**config.mk**
```make
export PLATFORM = sky130hd
export DESIGN_NAME = sbs_front
export DESIGN_NICKNAME = d
export VERILOG_FILES = /design/src/rtl/sbs_pkg.sv /design/src/rtl/sbs_front.sv
export SDC_FILE = /design/constraint.sdc
export NUM_CORES = 1
export LEC_CHECK = 0
export ABC_AREA = 0
export BUFFER_PORTS_ARGS = -buffer_cell sky130_fd_sc_hd__buf_2
export CORE_MARGIN = 3
export CORE_UTILIZATION = 59
export CTS_BUF_LIST = sky130_fd_sc_hd__clkbuf_8
export CTS_CLUSTER_DIAMETER = 100
export DETAILED_ROUTE_END_ITERATION = 10
export PLACE_DENSITY_LB_ADDON = 0.3
export SLEW_MARGIN = 25
export SYNTH_ARGS = -nofsm -noshare
export SYNTH_HDL_FRONTEND = slang
export SYNTH_SLANG_ARGS = --single-unit
export TNS_END_PERCENT = 10
```
**constraint.sdc**
```tcl
create_clock -name clk -period 5.3 [get_ports clk]
set_clock_uncertainty 0.15 [all_clocks]
set_input_delay 0.795 -clock clk [delete_from_list [all_inputs] [get_ports clk]]
set_output_delay 0.795 -clock clk [all_outputs]
set_load 0.03 [all_outputs]
```
**src/rtl/sbs_pkg.sv**
```systemverilog
`timescale 1ns / 1ps
`default_nettype none
// ----------------------------------------------------------------------------
// Sliding box sum package
// Shared widths, register indexes, reset values and the item flag struct.
// ----------------------------------------------------------------------------
package sbs_pkg;

	localparam int SAMPLE_W   = 16;
	localparam int COLSUM_W   = 26;
	localparam int ROWSUM_W   = 31;
	localparam int SUM_W      = 46;
	localparam int GRID_CFG_W = 11;
	localparam int WIN_CFG_W  = 6;
	localparam int CFG_DATA_W = 11;
	localparam int CFG_IDX_W  = 1;

	localparam int QUEUE_DEPTH = 4;

	localparam logic [CFG_IDX_W-1:0] REG_GRID_SIZE   = 1'd0;
	localparam logic [CFG_IDX_W-1:0] REG_WINDOW_SIZE = 1'd1;

	localparam logic [GRID_CFG_W-1:0] GRID_SIZE_RST   = 11'd1024;
	localparam logic [WIN_CFG_W-1:0]  WINDOW_SIZE_RST = 6'd3;

	// Classification of one item, made when it is accepted.
	typedef struct packed {
		logic first_col; // column zero: the row sum restarts
		logic row0;      // row zero: column sums start from zero
		logic hist_ok;   // row at or beyond m: the stored sample leaves the column sum
		logic col_ge_m;  // column at or beyond m: a column sum leaves the row sum
		logic emit;      // a full window ends here
		logic last;      // final sample of the grid
	} item_flags_t;

	localparam int FLAGS_W = $bits(item_flags_t);

endpackage
`default_nettype wire

```
**src/rtl/sbs_front.sv**
```systemverilog
`timescale 1ns / 1ps
`default_nettype none
// ----------------------------------------------------------------------------
// Sliding box sum front end
// Holds the configuration, tracks the grid position and classifies each
// accepted item for the back end.
// ----------------------------------------------------------------------------
module sbs_front #(
	parameter int MAX_GRID   = 1024,
	parameter int MAX_WINDOW = 32,
	localparam int GW = (MAX_GRID > 1) ? $clog2(MAX_GRID) : 1,
	localparam int WW = (MAX_WINDOW > 1) ? $clog2(MAX_WINDOW) : 1,
	localparam int AW = (MAX_WINDOW * MAX_GRID > 1) ? $clog2(MAX_WINDOW * MAX_GRID) : 1
) (
	input  wire logic                                   clk,
	input  wire logic                                   arst_n,
	input  wire logic                                   cfg_write,
	input  wire logic [sbs_pkg::CFG_IDX_W-1:0]          cfg_index,
	input  wire logic [sbs_pkg::CFG_DATA_W-1:0]         cfg_data,
	input  wire logic                                   in_valid,
	output logic                                        in_stall,
	input  wire logic                                   q_full,
	output logic                                        push,
	output sbs_pkg::item_flags_t                        flags,
	output logic [GW-1:0]                               col,
	output logic [AW-1:0]                               slot,
	output logic [WW-1:0]                               tap
);

	logic [sbs_pkg::GRID_CFG_W-1:0] grid_size_q;
	logic [sbs_pkg::WIN_CFG_W-1:0]  window_size_q;
	logic [31:0]                    n_full;
	logic [31:0]                    m_full;
	logic [GW-1:0]                  nm1;
	logic [WW-1:0]                  mm1;
	logic [GW-1:0]                  row_q;
	logic [GW-1:0]                  col_q;
	logic [WW-1:0]                  rs_q;
	logic                           col_end;
	logic                           row_end;

	always_ff @(posedge clk or negedge arst_n) begin
		if (!arst_n) begin
			grid_size_q   <= sbs_pkg::GRID_SIZE_RST;
			window_size_q <= sbs_pkg::WINDOW_SIZE_RST;
		end else if (cfg_write) begin
			case (cfg_index)
				sbs_pkg::REG_GRID_SIZE: begin
					grid_size_q <= cfg_data[sbs_pkg::GRID_CFG_W-1:0];
				end
				sbs_pkg::REG_WINDOW_SIZE: begin
					window_size_q <= cfg_data[sbs_pkg::WIN_CFG_W-1:0];
				end
				default: begin
				end
			endcase
		end
	end

	// Out-of-range sizes are clamped into 1..MAX.
	always_comb begin
		if (grid_size_q == '0) begin
			n_full = 32'd1;
		end else if (32'(grid_size_q) > 32'(MAX_GRID)) begin
			n_full = 32'(MAX_GRID);
		end else begin
			n_full = 32'(grid_size_q);
		end
		if (window_size_q == '0) begin
			m_full = 32'd1;
		end else if (32'(window_size_q) > 32'(MAX_WINDOW)) begin
			m_full = 32'(MAX_WINDOW);
		end else begin
			m_full = 32'(window_size_q);
		end
	end

	assign nm1 = GW'(n_full - 32'd1);
	assign mm1 = WW'(m_full - 32'd1);
	assign tap = mm1;

	assign in_stall = q_full;
	assign push     = in_valid && !q_full;

	assign col_end = (col_q == nm1);
	assign row_end = (row_q == nm1);

	// rs_q follows the row index modulo m and picks the history row.
	always_ff @(posedge clk or negedge arst_n) begin
		if (!arst_n) begin
			row_q <= '0;
			col_q <= '0;
			rs_q  <= '0;
		end else if (cfg_write) begin
			row_q <= '0;
			col_q <= '0;
			rs_q  <= '0;
		end else if (push) begin
			if (col_end) begin
				col_q <= '0;
				if (row_end) begin
					row_q <= '0;
					rs_q  <= '0;
				end else begin
					row_q <= row_q + GW'(1);
					rs_q  <= (rs_q == mm1) ? '0 : rs_q + WW'(1);
				end
			end else begin
				col_q <= col_q + GW'(1);
			end
		end
	end

	always_comb begin
		flags.first_col = (col_q == '0);
		flags.row0      = (row_q == '0);
		flags.hist_ok   = (32'(row_q) > 32'(mm1));
		flags.col_ge_m  = (32'(col_q) > 32'(mm1));
		flags.emit      = (32'(row_q) >= 32'(mm1)) && (32'(col_q) >= 32'(mm1));
		flags.last      = col_end && row_end;
	end

	assign col  = col_q;
	assign slot = AW'(32'(rs_q) * 32'(MAX_GRID) + 32'(col_q));

endmodule
`default_nettype wire

```
Word level (Yosys, flattened, before mapping)
Cells that the tools add are included.

cells by class
  add/sub/neg operators = 6
  reduce and logical (&&, ||, !) cells = 13
  divide/modulo/power cells = 0
  muxes and demuxes = 16
  bitwise operators = 1
  multiply operators = 0
  order comparisons = 6
  shifts and indexed selects = 0
  equal/unequal tests = 3

operator list
  operator                 count
  $mux W10                 9
  $mux W5                  7
  $add A10 B1 Y10 const B  2
  $eq A10 B10 Y1           2
  $ge A10 B5 Y1            2
  $gt A10 B5 Y1            2
  $logic_not A10 Y1        2
  $add A15 B10 Y15         1
  $gt A11 B11 Y1 const B   1
  $logic_not A11 Y1        1
  $sub A10 B1 Y10 const B  1
  $gt A6 B6 Y1 const B     1
  $logic_not A6 Y1         1
  $reduce_and A2 Y1        3
  $add A5 B1 Y5 const B    1
  $eq A5 B5 Y1             1
  $sub A5 B1 Y5 const B    1
  $reduce_bool A2 Y1       2
  $logic_and A1 B1 Y1      3
  $logic_not A1 Y1         1
  $not A1 Y1               1

storage, ports and cells
  latch bits = 0
  flip-flop bits (word level) = 42
  RAM bits = 0
  bits in read-only memories = 0
  memories kept = 0
  input port bits = 17
  output and inout bits = 38
  logic and storage cells = 50

Longest topological paths before layout
  depth in word-level cells = 10
  mapped depth = 15
  gate-level depth less buffers = 11

Least setup slack after synthesis
OpenSTA, ideal clock, no wires.

  kind = reg-to-output
  start = register grid_size_q[10] in the netlist's numbering
  end = output flags[0] in the netlist's numbering
  path slack = 0.526 ns
  buffers on the path = 2
  cell stages (with the launch flop) = 12
  data arrival time = 3.829 ns
  required time = 4.355 ns
  cells stage by stage = dfstp_2 > clkbuf_1 > inv_1 > a41oi_1 > ha_1 > clkbuf_2 > or4b_1 > or4_4 > o21ai_4 > xnor2_1 > or4b_4 > nor3_1

RTL lines
  item                    line             source
  from (decl)             sbs_front.sv:30  logic [sbs_pkg::GRID_CFG_W-1:0] grid_size_q;
  from (signal assigned)  sbs_front.sv:44  grid_size_q <= sbs_pkg::GRID_SIZE_RST;
  from (signal assigned)  sbs_front.sv:49  grid_size_q <= cfg_data[sbs_pkg::GRID_CFG_W-1:0];
  to (decl)               sbs_front.sv:24  output sbs_pkg::item_flags_t flags,

==> metrics.yaml <==
outcome: "finished, final reports clean"
place_inst: 504
die_w_microns: 83.42
firstDrtPassIters: 6
port_buffers: 54
fp.coreArea_sq_mm: 0.005642
synth.distinct_cells: 74
p_leak_nw: 1.734
drtIter0Drc: 326
grt_usage: 0.2804
viasPerCell: 6.443
nNetsFinal: 471
cts.sinks: 42
hold_slack_ns: 0.3004
clkPwrFrac: 0.267
clkLatencyLatePin_ns: 0.31
p_int_mw: 0.6308
overflow: 0
post-route-util: 0.6860
finalMaxSlewViolations: 0
antennaDiodeCount: 0
ys_async_sr_fraction: 1.000
max_freq_mhz: 196.7
power_density_mw_per_mm2: 258.9
clk_path_buf_depth: 2
worstSetupEndpointType: "output port"
grt_max_degree: 43
final_common_cell: "buf_2"
slew_headroom: 0.5343
grt_pass1_wl_mm: 15.99
cts_htree_levels: 2
crit_chain: "inv_1 > a41oi_1 > ha_2 > or4b_1 > or4_4 > o21ai_4 > xnor2_1 > or4b_4 > nor3_1 > buf_2"
synth_cells: 408
hold_viol: 0
max_cap_viol_count: 0
antenna_found_initial: 0
syn_nets: 440
finalCriticalPeriod_ns: 5.085
ios: 55
cts_tree: "done"
synth.cell_area_sq_mm: 0.003536
worstPathArrival_ns: 4.14
clk_pin_slew_ns: 0.09
synth.avg_cell_area_sq_um: 8.666
fin_cells: 512
mostFrequentLayoutCells: "buf_2, nand2_1, dfrtp_1"
synthFlopType: "dfrtp_1"
dp_hpwl_mm: 6.916
p_switching_mw: 0.3709
drive_above_1_share: 0.2295
comb_power_share: 0.352
vias: 3299
rsz0062_at_grt: "no"
row_count: 27
yosysSeqAreaShare: 0.2983
setup-violations-final: 0
drcViolationCount: 0
cp_max_fo: 20
netSwitchingFraction: 0.3703
area_growth_pct: 9.448
fp.dieH_microns: 83.42
cpPeakStageDelay_ns: 0.75
root_buffer: "clkbuf_8"
start_util: 0.6267
grt_pass1_vias: 3235
tns_ns: 0
fin_crit_sh: 0.9594
ir_drop_uv: 226.6
start_kind: "register"
synth_warnings: 0
critPathKind: "reg -> out"
seqPwrFrac: 0.381
wl_per_cell_microns: 18.02
numCtsBuffers: 5
post_cts_buffers: 0
critical_path.slowest_cell: "dfstp_4"
ys_ff_latch: 42
wl_met2_mm: 4.409
ant_nets: 0
wl_met3_microns: 638
crit_required_ns: 4.36
gp_congestion: 0.9558
tightest_slew_ns: 0.6810
wl_mm: 9.225
drt-met1-wl_mm: 3.970
top_layer: "met4"
dieArea_sq_mm: 0.006958
synth-edff-count: 0
hp-class: "in -> async"
path summary, 6_finish.rpt:
path | start | end | slack (ns) | depth (start not counted)
worst max-delay path | grid_size_q[10] | flags[0] | 0.22 | 10
worst min-delay path | arst_n | grid_size_q[7] | 0.30 | 1
worst max register to register | grid_size_q[10] | row_q[6] | 0.85 | 11
worst min register to register | grid_size_q[0] | grid_size_q[0] | 0.45 | 1
max in group asynchronous | arst_n | rs_q[2] | 4.29 | 1
min in group clk | grid_size_q[0] | grid_size_q[0] | 0.45 | 1
layout make-up:
cell class	instances	area, sq um
multi-input cells	312	2231
fillers	450	1772
flip-flops and latches	42	1059
repair buffers	57	295.3
well taps	72	90.09
clock buffers	6	82.58
inverters	21	78.83
clock inverters	2	33.78
state kept, by name (all words and copies together) (netlist names):
register       count
row_q             10
rs_q               5
window_size_q      6
grid_size_q       11
col               10
routing by layer:
metal	global-route usage	up-vias
met3	0.05258	23
met2	0.4548	151
li1	-	1555
met4	0.1009	0
met5	0	-
met1	0.3745	1570
worst max-delay path: cells and delay by family (launching register included):
| kind | cells | cell delay (ns) |
|---|---|---|
| AO/OA/AOI/OAI | 2 | 0.46 |
| XOR/XNOR | 1 | 0.12 |
| adder cells (fa/ha/maj) | 1 | 0.35 |
| buffers and inverters | 2 | 0.40 |
| flip-flops | 1 | 0.75 |
| AND/OR/NAND/NOR | 4 | 1.75 |
logic make-up after synthesis:
group / count (synthesis) / share of synthesized area
AO/OA/AOI/OAI: 73 / 0.1660
XOR/XNOR: 25 / 0.06794
adder cells (fa/ha/maj): 17 / 0.05874
buffers and inverters: 54 / 0.07572
flip-flops: 42 / 0.2983
multiplexers: 19 / 0.06228
AND/OR/NAND/NOR: 178 / 0.2711
cell usage after synthesis (all sizes together), types with 7 or more instances:
library cell / n / share of area
xnor2: 16 / 0.040
clkbuf: 15 / 0.016
buf: 18 / 0.037
inv: 21 / 0.022
nand2: 43 / 0.048
nor2b: 8 / 0.014
xor2: 8 / 0.022
nor2: 29 / 0.031
o21ai: 15 / 0.028
mux2: 14 / 0.045
nor3: 18 / 0.030
a211o: 7 / 0.017
ha: 15 / 0.053
nor4: 11 / 0.024
nand4: 10 / 0.018
dfrtp: 39 / 0.28
nand3: 27 / 0.038
stage by stage:
stage                     area, sq um  power (mW)  setup WS (ns)
after global placement           3730      0.7180         0.3861
after global routing             3870       1.063        0.02806
after CTS                        3851      0.9972         0.1459
after floorplan                  3536      0.6382         0.5257
final                            3870       1.002         0.2150
after detailed placement         3735      0.7263         0.2448
power by group through the flow:
stage	sequential, mW	clock, mW	combinational (mW)
floorplan	0.373	0	0.265
global placement	0.384	0	0.334
detailed placement	0.386	0	0.340
CTS	0.380	0.272	0.346
global route	0.386	0.291	0.386
finish	0.382	0.268	0.352
timing repair:
item | CTS | global route
pin swaps | 0 | 0
resized for setup | 1 | 3
endpoints found under the hold margin | 0 | 0
hold buffers | 0 | 0
setup endpoints to repair | 1 | 1
Power figures use the tool's default switching activity.
