**src/rtl/sbs_queue.sv**
```systemverilog
`timescale 1ns / 1ps
`default_nettype none
// ----------------------------------------------------------------------------
// Sliding box sum item queue
// Short register FIFO between the front end and the back end.
// ----------------------------------------------------------------------------
module sbs_queue #(
	parameter int WIDTH = 8,
	parameter int DEPTH = 4,
	localparam int PW = (DEPTH > 1) ? $clog2(DEPTH) : 1,
	localparam int CW = $clog2(DEPTH + 1)
) (
	input  wire logic             clk,
	input  wire logic             arst_n,
	input  wire logic             push,
	input  wire logic [WIDTH-1:0] wr_data,
	output logic                  full,
	input  wire logic             pop,
	output logic      [WIDTH-1:0] rd_data,
	output logic                  empty
);

	logic [WIDTH-1:0] entry_q [DEPTH];
	logic [PW-1:0]    wr_ptr_q;
	logic [PW-1:0]    rd_ptr_q;
	logic [CW-1:0]    count_q;

	assign full    = (count_q == CW'(DEPTH));
	assign empty   = (count_q == '0);
	assign rd_data = entry_q[rd_ptr_q];

	always_ff @(posedge clk) begin
		if (push) begin
			entry_q[wr_ptr_q] <= wr_data;
		end
	end

	always_ff @(posedge clk or negedge arst_n) begin
		if (!arst_n) begin
			wr_ptr_q <= '0;
			rd_ptr_q <= '0;
			count_q  <= '0;
		end else begin
			if (push) begin
				wr_ptr_q <= (wr_ptr_q == PW'(DEPTH - 1)) ? '0 : wr_ptr_q + PW'(1);
			end
			if (pop) begin
				rd_ptr_q <= (rd_ptr_q == PW'(DEPTH - 1)) ? '0 : rd_ptr_q + PW'(1);
			end
			if (push && !pop) begin
				count_q <= count_q + CW'(1);
			end else if (pop && !push) begin
				count_q <= count_q - CW'(1);
			end
		end
	end

`ifndef NO_ASSERTIONS
	a_no_overflow: assert property (@(posedge clk) disable iff (!arst_n)
		push |-> (!full || pop))
		else $error("queue written while full");

	a_no_underflow: assert property (@(posedge clk) disable iff (!arst_n)
		pop |-> !empty)
		else $error("queue read while empty");
`endif

endmodule
`default_nettype wire

```
**config.mk**
```make
export PLATFORM = sky130hd
export DESIGN_NAME = sbs_queue
export DESIGN_NICKNAME = d
export VERILOG_FILES = /design/src/rtl/sbs_queue.sv
export SDC_FILE = /design/constraint.sdc
export NUM_CORES = 1
export LEC_CHECK = 0
export ABC_AREA = 1
export BUFFER_PORTS_ARGS = -buffer_cell sky130_fd_sc_hd__buf_2
export CAP_MARGIN = 20
export CORE_UTILIZATION = 55
export CTS_BUF_LIST = sky130_fd_sc_hd__clkbuf_8
export CTS_CLUSTER_SIZE = 16
export DETAILED_ROUTE_END_ITERATION = 8
export PLACE_DENSITY = 0.85
export SLEW_MARGIN = 20
export SYNTH_ARGS = -nofsm -noshare
export SYNTH_HDL_FRONTEND = slang
export SYNTH_SLANG_ARGS = --single-unit
```
**constraint.sdc**
```tcl
create_clock -name clk -period 2.1 [get_ports clk]
set_input_delay 0.315 -clock clk [delete_from_list [all_inputs] [get_ports clk]]
set_output_delay 0.315 -clock clk [all_outputs]
set_load 0.02 [all_outputs]
```
* Word level (Yosys, flattened, before mapping)
Memory sizes are Yosys's and may differ from the RTL's.
Index checks and enable logic that the tools add are counted.
** Word-level totals
- Memories kept :: 1
- Memory bits (writable) :: 32
- Logic and storage cells :: 23
- Register bits after elaboration :: 7
- Output and inout port bits :: 10
- Latch bits :: 0
- Bits of input ports :: 12
- Bits in read-only memories :: 0
** Cells by class
- Reductions and logical operators :: 6
- Add/sub/neg operators :: 4
- Bitwise gates (word level) :: 0
- Div/mod/pow operators :: 0
- $lt $le $gt $ge :: 0
- Multiply operators :: 0
- Multiplexer cells :: 6
- Shift operators :: 0
- Equality and inequality tests :: 3
** Memories
- entry_q :: depth 4, width 8, rd ports 1, clocked after memory_dff 0, wr ports 1, line 23 : logic [WIDTH-1:0] entry_q [DEPTH];
** Operators by type and width (count)
- 3-bit 2-to-1 mux :: 2
- 2-bit by 1-bit adder with 2-bit output (second input constant) :: 2
- 2-bit equality test (second input constant) :: 2
- 2-bit 2-to-1 mux :: 2
- 3-bit by 1-bit adder with 3-bit output (second input constant) :: 1
- 3-bit equality test (second input constant) :: 1
- 3-bit logical NOT :: 1
- 3-bit by 1-bit subtractor with 3-bit output (second input constant) :: 1
- 1-bit logical AND :: 2
- 1-bit logical NOT :: 2
- 1-bit 2-to-1 mux :: 2
- 2-bit nonzero test :: 1

* Longest topological paths before layout
Gate-level depths: netlist (run 1).
- Depth after elaboration :: 4
- Mapped depth :: 9
- Gate-level depth less buffers :: 9

* Worst setup path before layout (run 1)
No wires, ideal clock.
- Kind :: in2reg
- Start point :: input port pop
- End point :: register count_q[2]
- Path buffers :: 0
- Path slack :: 0.826 ns
- Arrival :: 1.157 ns
- Stages on the path :: 8
- Data required time :: 1.983 ns
- Setup time :: 0.117 ns
- Cells stage by stage :: inv_1 > ha_1 > inv_1 > fa_1 > nand2_1 > nand3_1 > nand2_1 > nand2_1
** On the way
- Longest elaborated chain between the ends :: 3
- Elaborated cells on any way between the ends :: 5
- Classes of those cells :: 1 x mux; 4 x reduce/logical
** RTL lines
- from (decl) :: line 18 : input wire logic pop,
- 1-bit logical NOT :: line 50 : if (push && !pop) begin
- 1-bit logical AND :: line 50
- 3-bit 2-to-1 mux or 2-bit nonzero test (tied branches)
- to (signal assigned) :: line 51 : count_q <= count_q + CW'(1);
- to (signal assigned) :: line 53 : count_q <= count_q - CW'(1);
- to (decl) :: line 26 : logic [CW-1:0] count_q;
Several ways; a longest one is shown, not always the timed one.
A chain may end at the register's enable or synchronous reset.

* Worst setup path after layout (run 1)
- Start point :: register rd_ptr_q[0]
- End point :: output port rd_data[7]
** On the way
- Longest elaborated chain between the ends :: 1
** RTL lines
- from (decl) :: line 25 : logic [PW-1:0] rd_ptr_q;
- from (signal assigned) :: line 48 : rd_ptr_q <= (rd_ptr_q == PW'(DEPTH - 1)) ? '0 : rd_ptr_q + PW'(1);
- memory 4 x 8 bit
- to (decl) :: line 19 : output logic [WIDTH-1:0] rd_data,
No other way between the ends.

==> flow_metrics.tcl, run 1 <==
set metrics [dict create \
    min_delay_path_depth 1 \
    power_frac_clock_pct 22.4 \
    worstHoldPathType "in -> reg" \
    criticalPathCategory "reg -> out" \
    port_buffers 21 \
    r2r_start "count_q[0]" \
    combPwrFrac_pct 33.4 \
    io_pins 22 \
    via_count 1062 \
    final.setup.tns_ns 0 \
    drt_pass1_iterations 6 \
    drc 3 \
    crit_path_frequent_cell "nand2_1" \
    max_freq_mhz 546.7 \
    clock-root-buffer "clkbuf_8" \
    synthArstFlopShare_pct 17.95 \
    pre_cts_slack_ns 0.5564 \
    slew_headroom_pct 67.59 \
    synth_cell_types 17 \
    clock_latency_ns 0.29 \
    yosysTopAreaCellShare_pct 56.43 \
    power_frac_seq_pct 44.1 \
    grt_max_degree 34 \
    grt_pass1_vias 1008 \
    wirelength_mm 2.762 \
    final-max-slew-violation-count 0 \
    clk_pin_slew_ns 0.07 \
    skew_ns 0.008723 \
    synth-xor-area-share_pct 0.5143 \
    grt_setup_unrepaired "no" \
    final_util_pct 67.24 \
    syn_avg_cell_area_um2 11.83 \
    clock-sinks 39 \
    fin_crit_ns 1.829 \
    start_util_pct 59.69 \
    synth_commonest_cells "nand2_1, edfxtp_1, inv_1, o211ai_1, dfrtp_1" \
    reg2reg_slack_ns 0.76 \
    min_to "entry_q[2][4]" \
    die_y_um 57.65 \
    crit_chain "inv_2 > nand2_1 > o211ai_1 > nand2_1 > buf_2" \
    synthSimpleGateAreaFrac_pct 9.846 \
    synth_compound_area_share_pct 8.523 \
    clock_path_buffers 2 \
    holdCritStartpoint "wr_data[4]" \
    worst-slew-pin-transition_ns 0.4854 \
    yosys_register_bits 39 \
    cts_inserted_buffers 5 \
    cp_slowest_stage_delay_ns 0.40 \
    antenna_cells 0 \
    cp-startpoint "rd_ptr_q[0]" \
    p_per_area_nw_per_um2 1353 \
    synth_edf_count 32 \
    antenna_left 0 \
    yosysSeqAreaShare_pct 66.72 \
    p_int_mw 1.660 \
    viasPerCell 5.310 \
    cts_resized 0 \
    violations "design-rule violations" \
    wire_per_inst_um 13.81 \
    vdd_drop_max_uv 1193 \
    grtUsageTotal_pct 18.99 \
    die_w_um 57.65 \
    switching_power_mw 0.9346 \
    path_buf_inv 2 \
    syn-num-nets 163 \
    fin_ws_ns 0.2708 \
    syn-cell-area_um2 1703 \
    synth-adder-area-share_pct 5.584 \
    crit_slowest_cell "dfrtp_1" \
    swShare_pct 36.02 \
    grt_antenna_before_repair 0 \
    post_dp_cell_area_um2 1805 \
    routabilityCongestion 0.7264 \
    finalHoldViolations 0 \
    cpLargestDelayFamily "buffers and inverters" \
    ff2ff_path_depth 5 \
    yosys_warnings 0 \
    synth_top_family_by_area "simple AND/OR/NAND/NOR gates" \
    cp-start-kind "flip-flop" \
    cap_viol_max_count 0 \
    crit_arrival_ns 1.51 \
    endpoint_kind "output pin" \
    totalPowerFinal_mw 2.594 \
    htree_levels 2 \
    synth.most_common_cell "nand2_1" \
    synthTopCellsByArea "edfxtp_1, dfrtp_1, nand2_1, o211ai_1, inv_1" \
    outcome "complete, but fails checks" \
    nets 188 \
    netlist_instances 144 \
    reg2reg_to "count_q[2]" \
    tritoncts "built" \
    grt_overflow 0 \
    die_area_um2 3323 \
    cp_max_fo 33 \
    syn_to_final_growth_pct 12.64 \
    grt_pass1_wl_mm 4.457 \
    rows 19 \
    fin_area_um2 1918 \
    drive_gt1_share_pct 17.16 \
    core_um2 2853 \
    crit_required_ns 1.78 \
    leakage_nw 0.8761 \
    fin_crit_sh_pct 87.10 \
    muxShareOfSynthArea_pct 0 \
    yosysTopAreaCell "edfxtp_1" \
    hpwl_mm 1.811 \
    synth_flop_cell "edfxtp_1" \
    setup_violations 0 \
    first_iter_violations 46 \
]
## timing repair
| item | in CTS | in global routing |
|---|---|---|
| buffers inserted | 0 | 0 |
| endpoints found under the hold margin | 7 | 0 |
| hold buffers | 1 | 0 |
## cell type report
type | instances | area (um2)
clock buffers | 5 | 68.82
clock inverters | 2 | 33.78
fillers | 223 | 934.6
inverters | 29 | 108.9
multi-input cells | 72 | 416.7
flip-flops and latches | 39 | 1136
well taps | 31 | 38.79
repair buffers | 22 | 115.1
## flip-flops by register name, summed over array words and instances (netlist names)
register  count
count_q       3
entry_q      32
rd_ptr_q      2
wr_ptr_q      2
## per-stage QoR
step	hold slack, ns	std cells
final	0.2428	200
after global routing	0.2357	200
after CTS	0.2315	200
after detailed placement	0.1574	192
after global placement	0.1559	192
after floorplan	0.01941	144
## cells by family (layout without fill, tap and decap cells)
family / after synthesis / after routing
AO/OA/AOI/OAI: 21 / 21
AND/OR/NAND/NOR: 43 / 43
adder cells (fa/ha/maj): 7 / 7
buffers and inverters: 33 / 58
flip-flops: 39 / 39
XOR/XNOR: 1 / 1
## how the worst max path moves through the flow
stage / end / slack [ns] / depth (start not counted)
floorplan: count_q[2] / 0.83 / 8
global placement: rd_data[7] / 0.64 / 5
detailed placement: count_q[2] / 0.56 / 8
CTS: rd_data[7] / 0.26 / 5
global route: rd_data[6] / 0.09 / 5
finish: rd_data[7] / 0.27 / 5
## cell usage in the layout, fill, tap and decap left out
cell / count
a21oi_1: 1
buf_2: 21
bufinv_16: 1
clkbuf_8: 5
dfrtp_1: 7
dlygate4sd3_1: 1
edfxtp_1: 32
fa_1: 1
ha_1: 6
inv_1: 28
inv_2: 2
nand2_1: 38
nand3_1: 1
nand4_1: 1
nor2_1: 1
nor3_1: 2
o211ai_1: 16
o21ai_0: 4
xnor2_1: 1
## per-layer routing
metal  routed length (um)  part of all wire (%)  track usage [%]  up-vias
li1                     -                     -                -      528
met1                 1238                    45            23.98      503
met2                 1383                    50            30.40       26
met3                  111                   4.0            7.366        5
met4                   29                   1.0            6.272        0
met5                    0                     0                0        -
## power by group through the flow
stage	Clock, mW	Combinational (mW)	Sequential (mW)
after floorplan	0	0.693	1.11
after global placement	0	0.812	1.15
after detailed placement	0	0.866	1.16
after CTS	0.594	0.878	1.15
after global routing	0.624	0.982	1.17
final	0.582	0.867	1.15
## worst register-to-register path, stage by stage (launching register included)
cell	delay (ns)
dfrtp_1	0.44
fa_1	0.47
nand2_1	0.10
nand3_1	0.09
nand2_1	0.08
nand2_1	0.06
Power figures use the tool's default switching activity.
==> run 2, diff against run 1 <==
Settings changed: RECOVER_POWER from default to 100.
==> run 2 against run 1 <==
  * The flow still finishes with violations (design-rule violations)
  * Combinational power fell by 2%
  * Worst hold slack improved by 0.043 ns
  * Critical path depth did not move
  * Via count did not move
  * First-iteration DRC count fell by 6.5%
  * Wire length rose by 0.83%
  * Die area did not move
  * Cell count did not move
  * Clock skew barely moved
  * Final area fell by 1.0%
  * Sequential share of layout area rose by 0.62 points
  * Flip-flop and latch count did not move
  * Critical path type unchanged
  * Largest cell class unchanged
==> flow_metrics.tcl, run 2 (synthesized netlist as in run 1, its figures left out) <==
set metrics [dict create \
    outcome "complete, but fails checks" \
    violations "design-rule violations" \
    drt_pass1_iterations 6 \
    endpoint_kind "output pin" \
    regMostFlops "entry_q" \
    post_dp_cell_area_um2 1805 \
    grt_pass1_wl_mm 4.457 \
    mostFrequentLayoutCells "nand2_1, edfxtp_1, inv_1" \
    n_fill_cell 229 \
    criticalPathCategory "reg -> out" \
    nets 188 \
    tritoncts "built" \
    cap_viol_max_count 0 \
    clock-root-buffer "clkbuf_8" \
    post_cts_buffers 0 \
    port_buffers 21 \
    holdCritStartpoint "wr_data[7]" \
    crit_path_frequent_cell "nand2_1" \
    syn_to_final_growth_pct 11.46 \
    clock_latency_ns 0.29 \
    vdd_drop_max_uv 1197 \
    grt_pass1_vias 1008 \
    die_y_um 57.65 \
    swShare_pct 36.63 \
    top_regs "entry_q: 32 flops, count_q: 3 flops" \
    max_freq_mhz 543.4 \
    totalPowerFinal_mw 2.585 \
    clock_path_buffers 2 \
    combPwrFrac_pct 32.9 \
    grt_max_degree 34 \
    switching_power_mw 0.9467 \
    grtUsageTotal_pct 18.99 \
    finalHoldViolations 0 \
    rows 19 \
    grt_overflow 0 \
    die_w_um 57.65 \
    htree_levels 2 \
    r2r_start "wr_ptr_q[0]" \
    clk_pin_slew_ns 0.07 \
    fin_area_um2 1898 \
    drc 3 \
    p_int_mw 1.638 \
    cp-startpoint "rd_ptr_q[0]" \
    first_iter_violations 43 \
    setup_violations 0 \
    crit_arrival_ns 1.53 \
    final_common_cell "nand2_1" \
    wire_per_inst_um 13.93 \
    clock-sinks 39 \
    crit_required_ns 1.78 \
    start_util_pct 59.69 \
    routabilityCongestion 0.7264 \
    wirelength_mm 2.785 \
    slew_headroom_pct 68.01 \
    power_frac_seq_pct 44.3 \
    hpwl_mm 1.811 \
    fin_crit_ns 1.840 \
    largest_reg_flops 32 \
    leakage_nw 0.8303 \
    cp_max_fo 33 \
    p_per_area_nw_per_um2 1362 \
    cp-start-kind "flip-flop" \
    final-max-slew-violation-count 0 \
    final.setup.tns_ns 0 \
    crit_chain "inv_2 > nand2_1 > o211ai_1 > nand2_1 > clkbuf_2" \
    antenna_left 0 \
    cpLargestDelayFamily "buffers and inverters" \
    crit_slowest_cell "dfrtp_1" \
    grt_setup_unrepaired "no" \
    die_area_um2 3323 \
    fin_crit_sh_pct 87.63 \
    power_frac_clock_pct 22.8 \
    antenna_cells 0 \
    worstHoldPathType "in -> reg" \
    cp_slowest_stage_delay_ns 0.40 \
    core_um2 2853 \
    cts_inserted_buffers 5 \
    worst-slew-pin-transition_ns 0.4792 \
    drive_gt1_share_pct 7.692 \
    grt_antenna_before_repair 0 \
    viasPerCell 5.310 \
    via_count 1062 \
    path_buf_inv 2 \
    io_pins 22 \
    skew_ns 0.008276 \
]
-- run 2: changes by cell type in the layout (fill, tap and decap cells not counted) --
cell      delta
clkbuf_2     +4
clkbuf_1    +16
buf_2       -20
-- run 2: per-stage QoR --
stage | utilization [%] | hold WS [ns] | std cells | setup slack (ns)
4_1_cts | 67.24 | 0.2315 | 200 | 0.2558
3_3_place_gp | 63.29 | 0.1559 | 192 | 0.6363
3_5_place_dp | 63.29 | 0.1574 | 192 | 0.5564
5_1_grt | 66.54 | 0.2990 | 200 | 0.08632
2_1_floorplan | - | 0.01941 | 144 | 0.8256
6_report | 66.54 | 0.2857 | 200 | 0.2597
-- run 2: power by group through the flow --
stage          Combinational [mW]  Clock, mW  Sequential, mW
2_1_floorplan               0.693          0            1.11
3_3_place_gp                0.812          0            1.15
3_5_place_dp                0.866          0            1.16
4_1_cts                     0.878      0.594            1.15
5_1_grt                     0.963      0.624            1.17
6_report                    0.851      0.590            1.14
-- run 2: metal layers --
| layer | wire length [um] | vias up | global-route usage, % |
|---|---|---|---|
| met2 | 1373 | 27 | 30.40 |
| met4 | 30 | 0 | 6.272 |
| met3 | 132 | 4 | 7.366 |
| met1 | 1248 | 500 | 23.98 |
| met5 | 0 | - | 0 |
| li1 | - | 531 | - |
-- run 2: worst paths after layout --
check | endpoint | slack (ns) | cells after the start
worst max register to register | entry_q[0][1] | 0.76 | 4
min in group asynchronous | count_q[1] | 0.46 | 2
worst min register to register | wr_ptr_q[0] | 0.54 | 1
max in group asynchronous | rd_ptr_q[0] | 1.35 | 2
worst min-delay path | entry_q[1][7] | 0.29 | 1
worst max-delay path | rd_data[7] | 0.26 | 5
-- run 2: final cells by class --
| class | instances | area [um2] | share of cell area (%) |
|---|---|---|---|
| clock inverter | 2 | 33.78 | 1.780 |
| multi-input combinational | 72 | 416.7 | 21.95 |
| timing repair buffer | 22 | 95.09 | 5.010 |
| sequential | 39 | 1136 | 59.86 |
| clock buffer | 5 | 68.82 | 3.626 |
| tap | 31 | 38.79 | 2.044 |
| inverter | 29 | 108.9 | 5.735 |
-- run 2: what timing repair did --
action,CTS,global route
hold buffers,1,0
endpoints found under the hold margin,7,0
resized for setup,0,0
-- run 2: worst reg2reg max path, delay by kind of cell, from the launching register on --
kind          cells  cell delay (ns)
flops             1             0.43
buf+inv           2             0.38
simple gates      1             0.05
fa+ha+maj         1             0.15
==> run 3, diff against run 2 <==
Settings changed: CORE_ASPECT_RATIO from default to 0.9.
==> run 3 against run 2 <==
  * The flow now finishes without violations
  * Critical path depth shrank 1
  * Sequential share of layout area grew 0.20 points
  * Final area shrank 0.33%
  * Global-route usage grew 1.0 points
  * First-iteration DRC count shrank 30%
  * Wire length shrank 0.93%
  * Largest power group unchanged
  * Highest routed layer unchanged
==> flow_metrics.tcl, run 3 (synthesized netlist as in run 1, its figures left out) <==
set metrics [dict create \
    die_y_um 54.79 \
    power_frac_clock_pct 20.0 \
    clk_pin_slew_ns 0.07 \
    setup_violations 0 \
    final_common_cell "nand2_1" \
    largest_reg_flops 32 \
    max_freq_mhz 530.7 \
    nets 188 \
    vdd_drop_max_uv 678.8 \
    p_per_area_nw_per_um2 1301 \
    clock_path_buffers 2 \
    fin_crit_sh_pct 89.73 \
    top_regs "entry_q: 32 flops, count_q: 3 flops" \
    die_w_um 60.65 \
    regMostFlops "entry_q" \
    cp-start-kind "flip-flop" \
    grtUsageTotal_pct 20.02 \
    cts_inserted_buffers 5 \
    io_pins 22 \
    min_delay_path_depth 1 \
    cp_max_fo 33 \
    p_int_mw 1.533 \
    worst-slew-pin-transition_ns 0.4893 \
    skew_ns 0.001665 \
    grt_antenna_before_repair 0 \
    start_util_pct 60.01 \
    crit_slowest_cell "dfrtp_1" \
    tritoncts "built" \
    clock-sinks 39 \
    n_fill_cell 242 \
    die_area_um2 3323 \
    core_um2 2838 \
    viasPerCell 5.038 \
    clock_latency_ns 0.29 \
    wire_per_inst_um 13.14 \
    cts_hold_buf 1 \
    grt_setup_unrepaired "no" \
    cp_slowest_stage_delay_ns 0.40 \
    antenna_left 0 \
    wirelength_mm 2.759 \
    first_iter_violations 30 \
    worstHoldPathType "in -> reg" \
    drive_gt1_share_pct 5.294 \
    leakage_nw 0.8129 \
    final-max-slew-violation-count 0 \
    port_buffers 21 \
    outcome "completed" \
    fin_area_um2 1892 \
    power_frac_seq_pct 46.5 \
    post_dp_cell_area_um2 1817 \
    switching_power_mw 0.9277 \
    swShare_pct 37.70 \
    drc 0 \
    mostFrequentLayoutCells "nand2_1, edfxtp_1, inv_1" \
    criticalPathCategory "reg -> out" \
    grt_pass1_vias 964 \
    multi_input_area_um2 416.7 \
    crit_required_ns 1.78 \
    cap_viol_max_count 0 \
    htree_levels 2 \
    combPwrFrac_pct 33.5 \
    ff2ff_path_depth 4 \
    grt_overflow 0 \
    crit_arrival_ns 1.57 \
    cts_resized 0 \
    syn_to_final_growth_pct 11.09 \
    endpoint_kind "output pin" \
    via_count 1058 \
    hpwl_mm 1.947 \
    crit_chain "inv_2 > o211ai_1 > nand2_1 > clkbuf_1" \
    finalHoldViolations 0 \
    grt_max_degree 34 \
    rows 18 \
    post_cts_buffers 0 \
    drt_pass1_iterations 4 \
    antenna_cells 0 \
    routabilityCongestion 0.7525 \
    regArea_um2 1136 \
    clock-root-buffer "clkbuf_8" \
    fin_crit_ns 1.884 \
    slew_headroom_pct 67.33 \
    final.setup.tns_ns 0 \
    grt_pass1_wl_mm 4.284 \
]
-- run 3: routing by layer --
layer  global-route usage [%]  wire [um]
met1                    23.19       1205
met2                    32.23       1357
met3                    7.801        139
met4                    10.98         55
met5                        0          0
-- run 3: stage by stage --
step | utilization (%) | hold slack (ns) | std cells | setup slack, ns | power [mW]
after CTS | 67.55 | 0.2319 | 210 | 0.2229 | 2.515
after global routing | 66.67 | 0.2989 | 210 | 0.09983 | 2.646
after floorplan | - | 0.01941 | 144 | 0.8256 | 1.806
final | 66.67 | 0.2780 | 210 | 0.2157 | 2.461
after detailed placement | 64.02 | 0.1642 | 201 | 0.5484 | 2.026
after global placement | 64.02 | 0.1565 | 201 | 0.6369 | 1.964
-- run 3: layout make-up --
type / instances / area share [%]
Sequential cell: 39 / 60.05
Multi-Input combinational cell: 72 / 22.02
Inverter: 29 / 5.754
Timing Repair Buffer: 22 / 4.762
Clock buffer: 6 / 4.365
Tap cell: 40 / 2.646
Clock inverter: 2 / 0.3968
-- run 3: path summary, 6_finish.rpt --
kind | to | start | slack (ns)
min | entry_q[2][3] | wr_data[3] | 0.28
max | rd_data[3] | rd_ptr_q[0] | 0.22
min in group asynchronous | count_q[0] | arst_n | 0.46
min reg2reg | count_q[2] | count_q[2] | 0.51
max reg2reg | entry_q[0][1] | wr_ptr_q[0] | 0.76
max in group asynchronous | count_q[2] | arst_n | 1.35
-- run 3: worst max-delay path: cells and delay by family (launching register included) --
family          cells  cell delay, ns
compound gates      1            0.17
flops               1            0.40
buf+inv             2            0.61
simple gates        1            0.09
-- run 3: power groups by stage --
stage | Combinational [mW] | Sequential (mW) | Clock, mW
6_report | 0.824 | 1.15 | 0.491
4_1_cts | 0.869 | 1.15 | 0.499
2_1_floorplan | 0.693 | 1.11 | 0
5_1_grt | 0.935 | 1.17 | 0.541
3_5_place_dp | 0.865 | 1.16 | 0
3_3_place_gp | 0.812 | 1.15 | 0
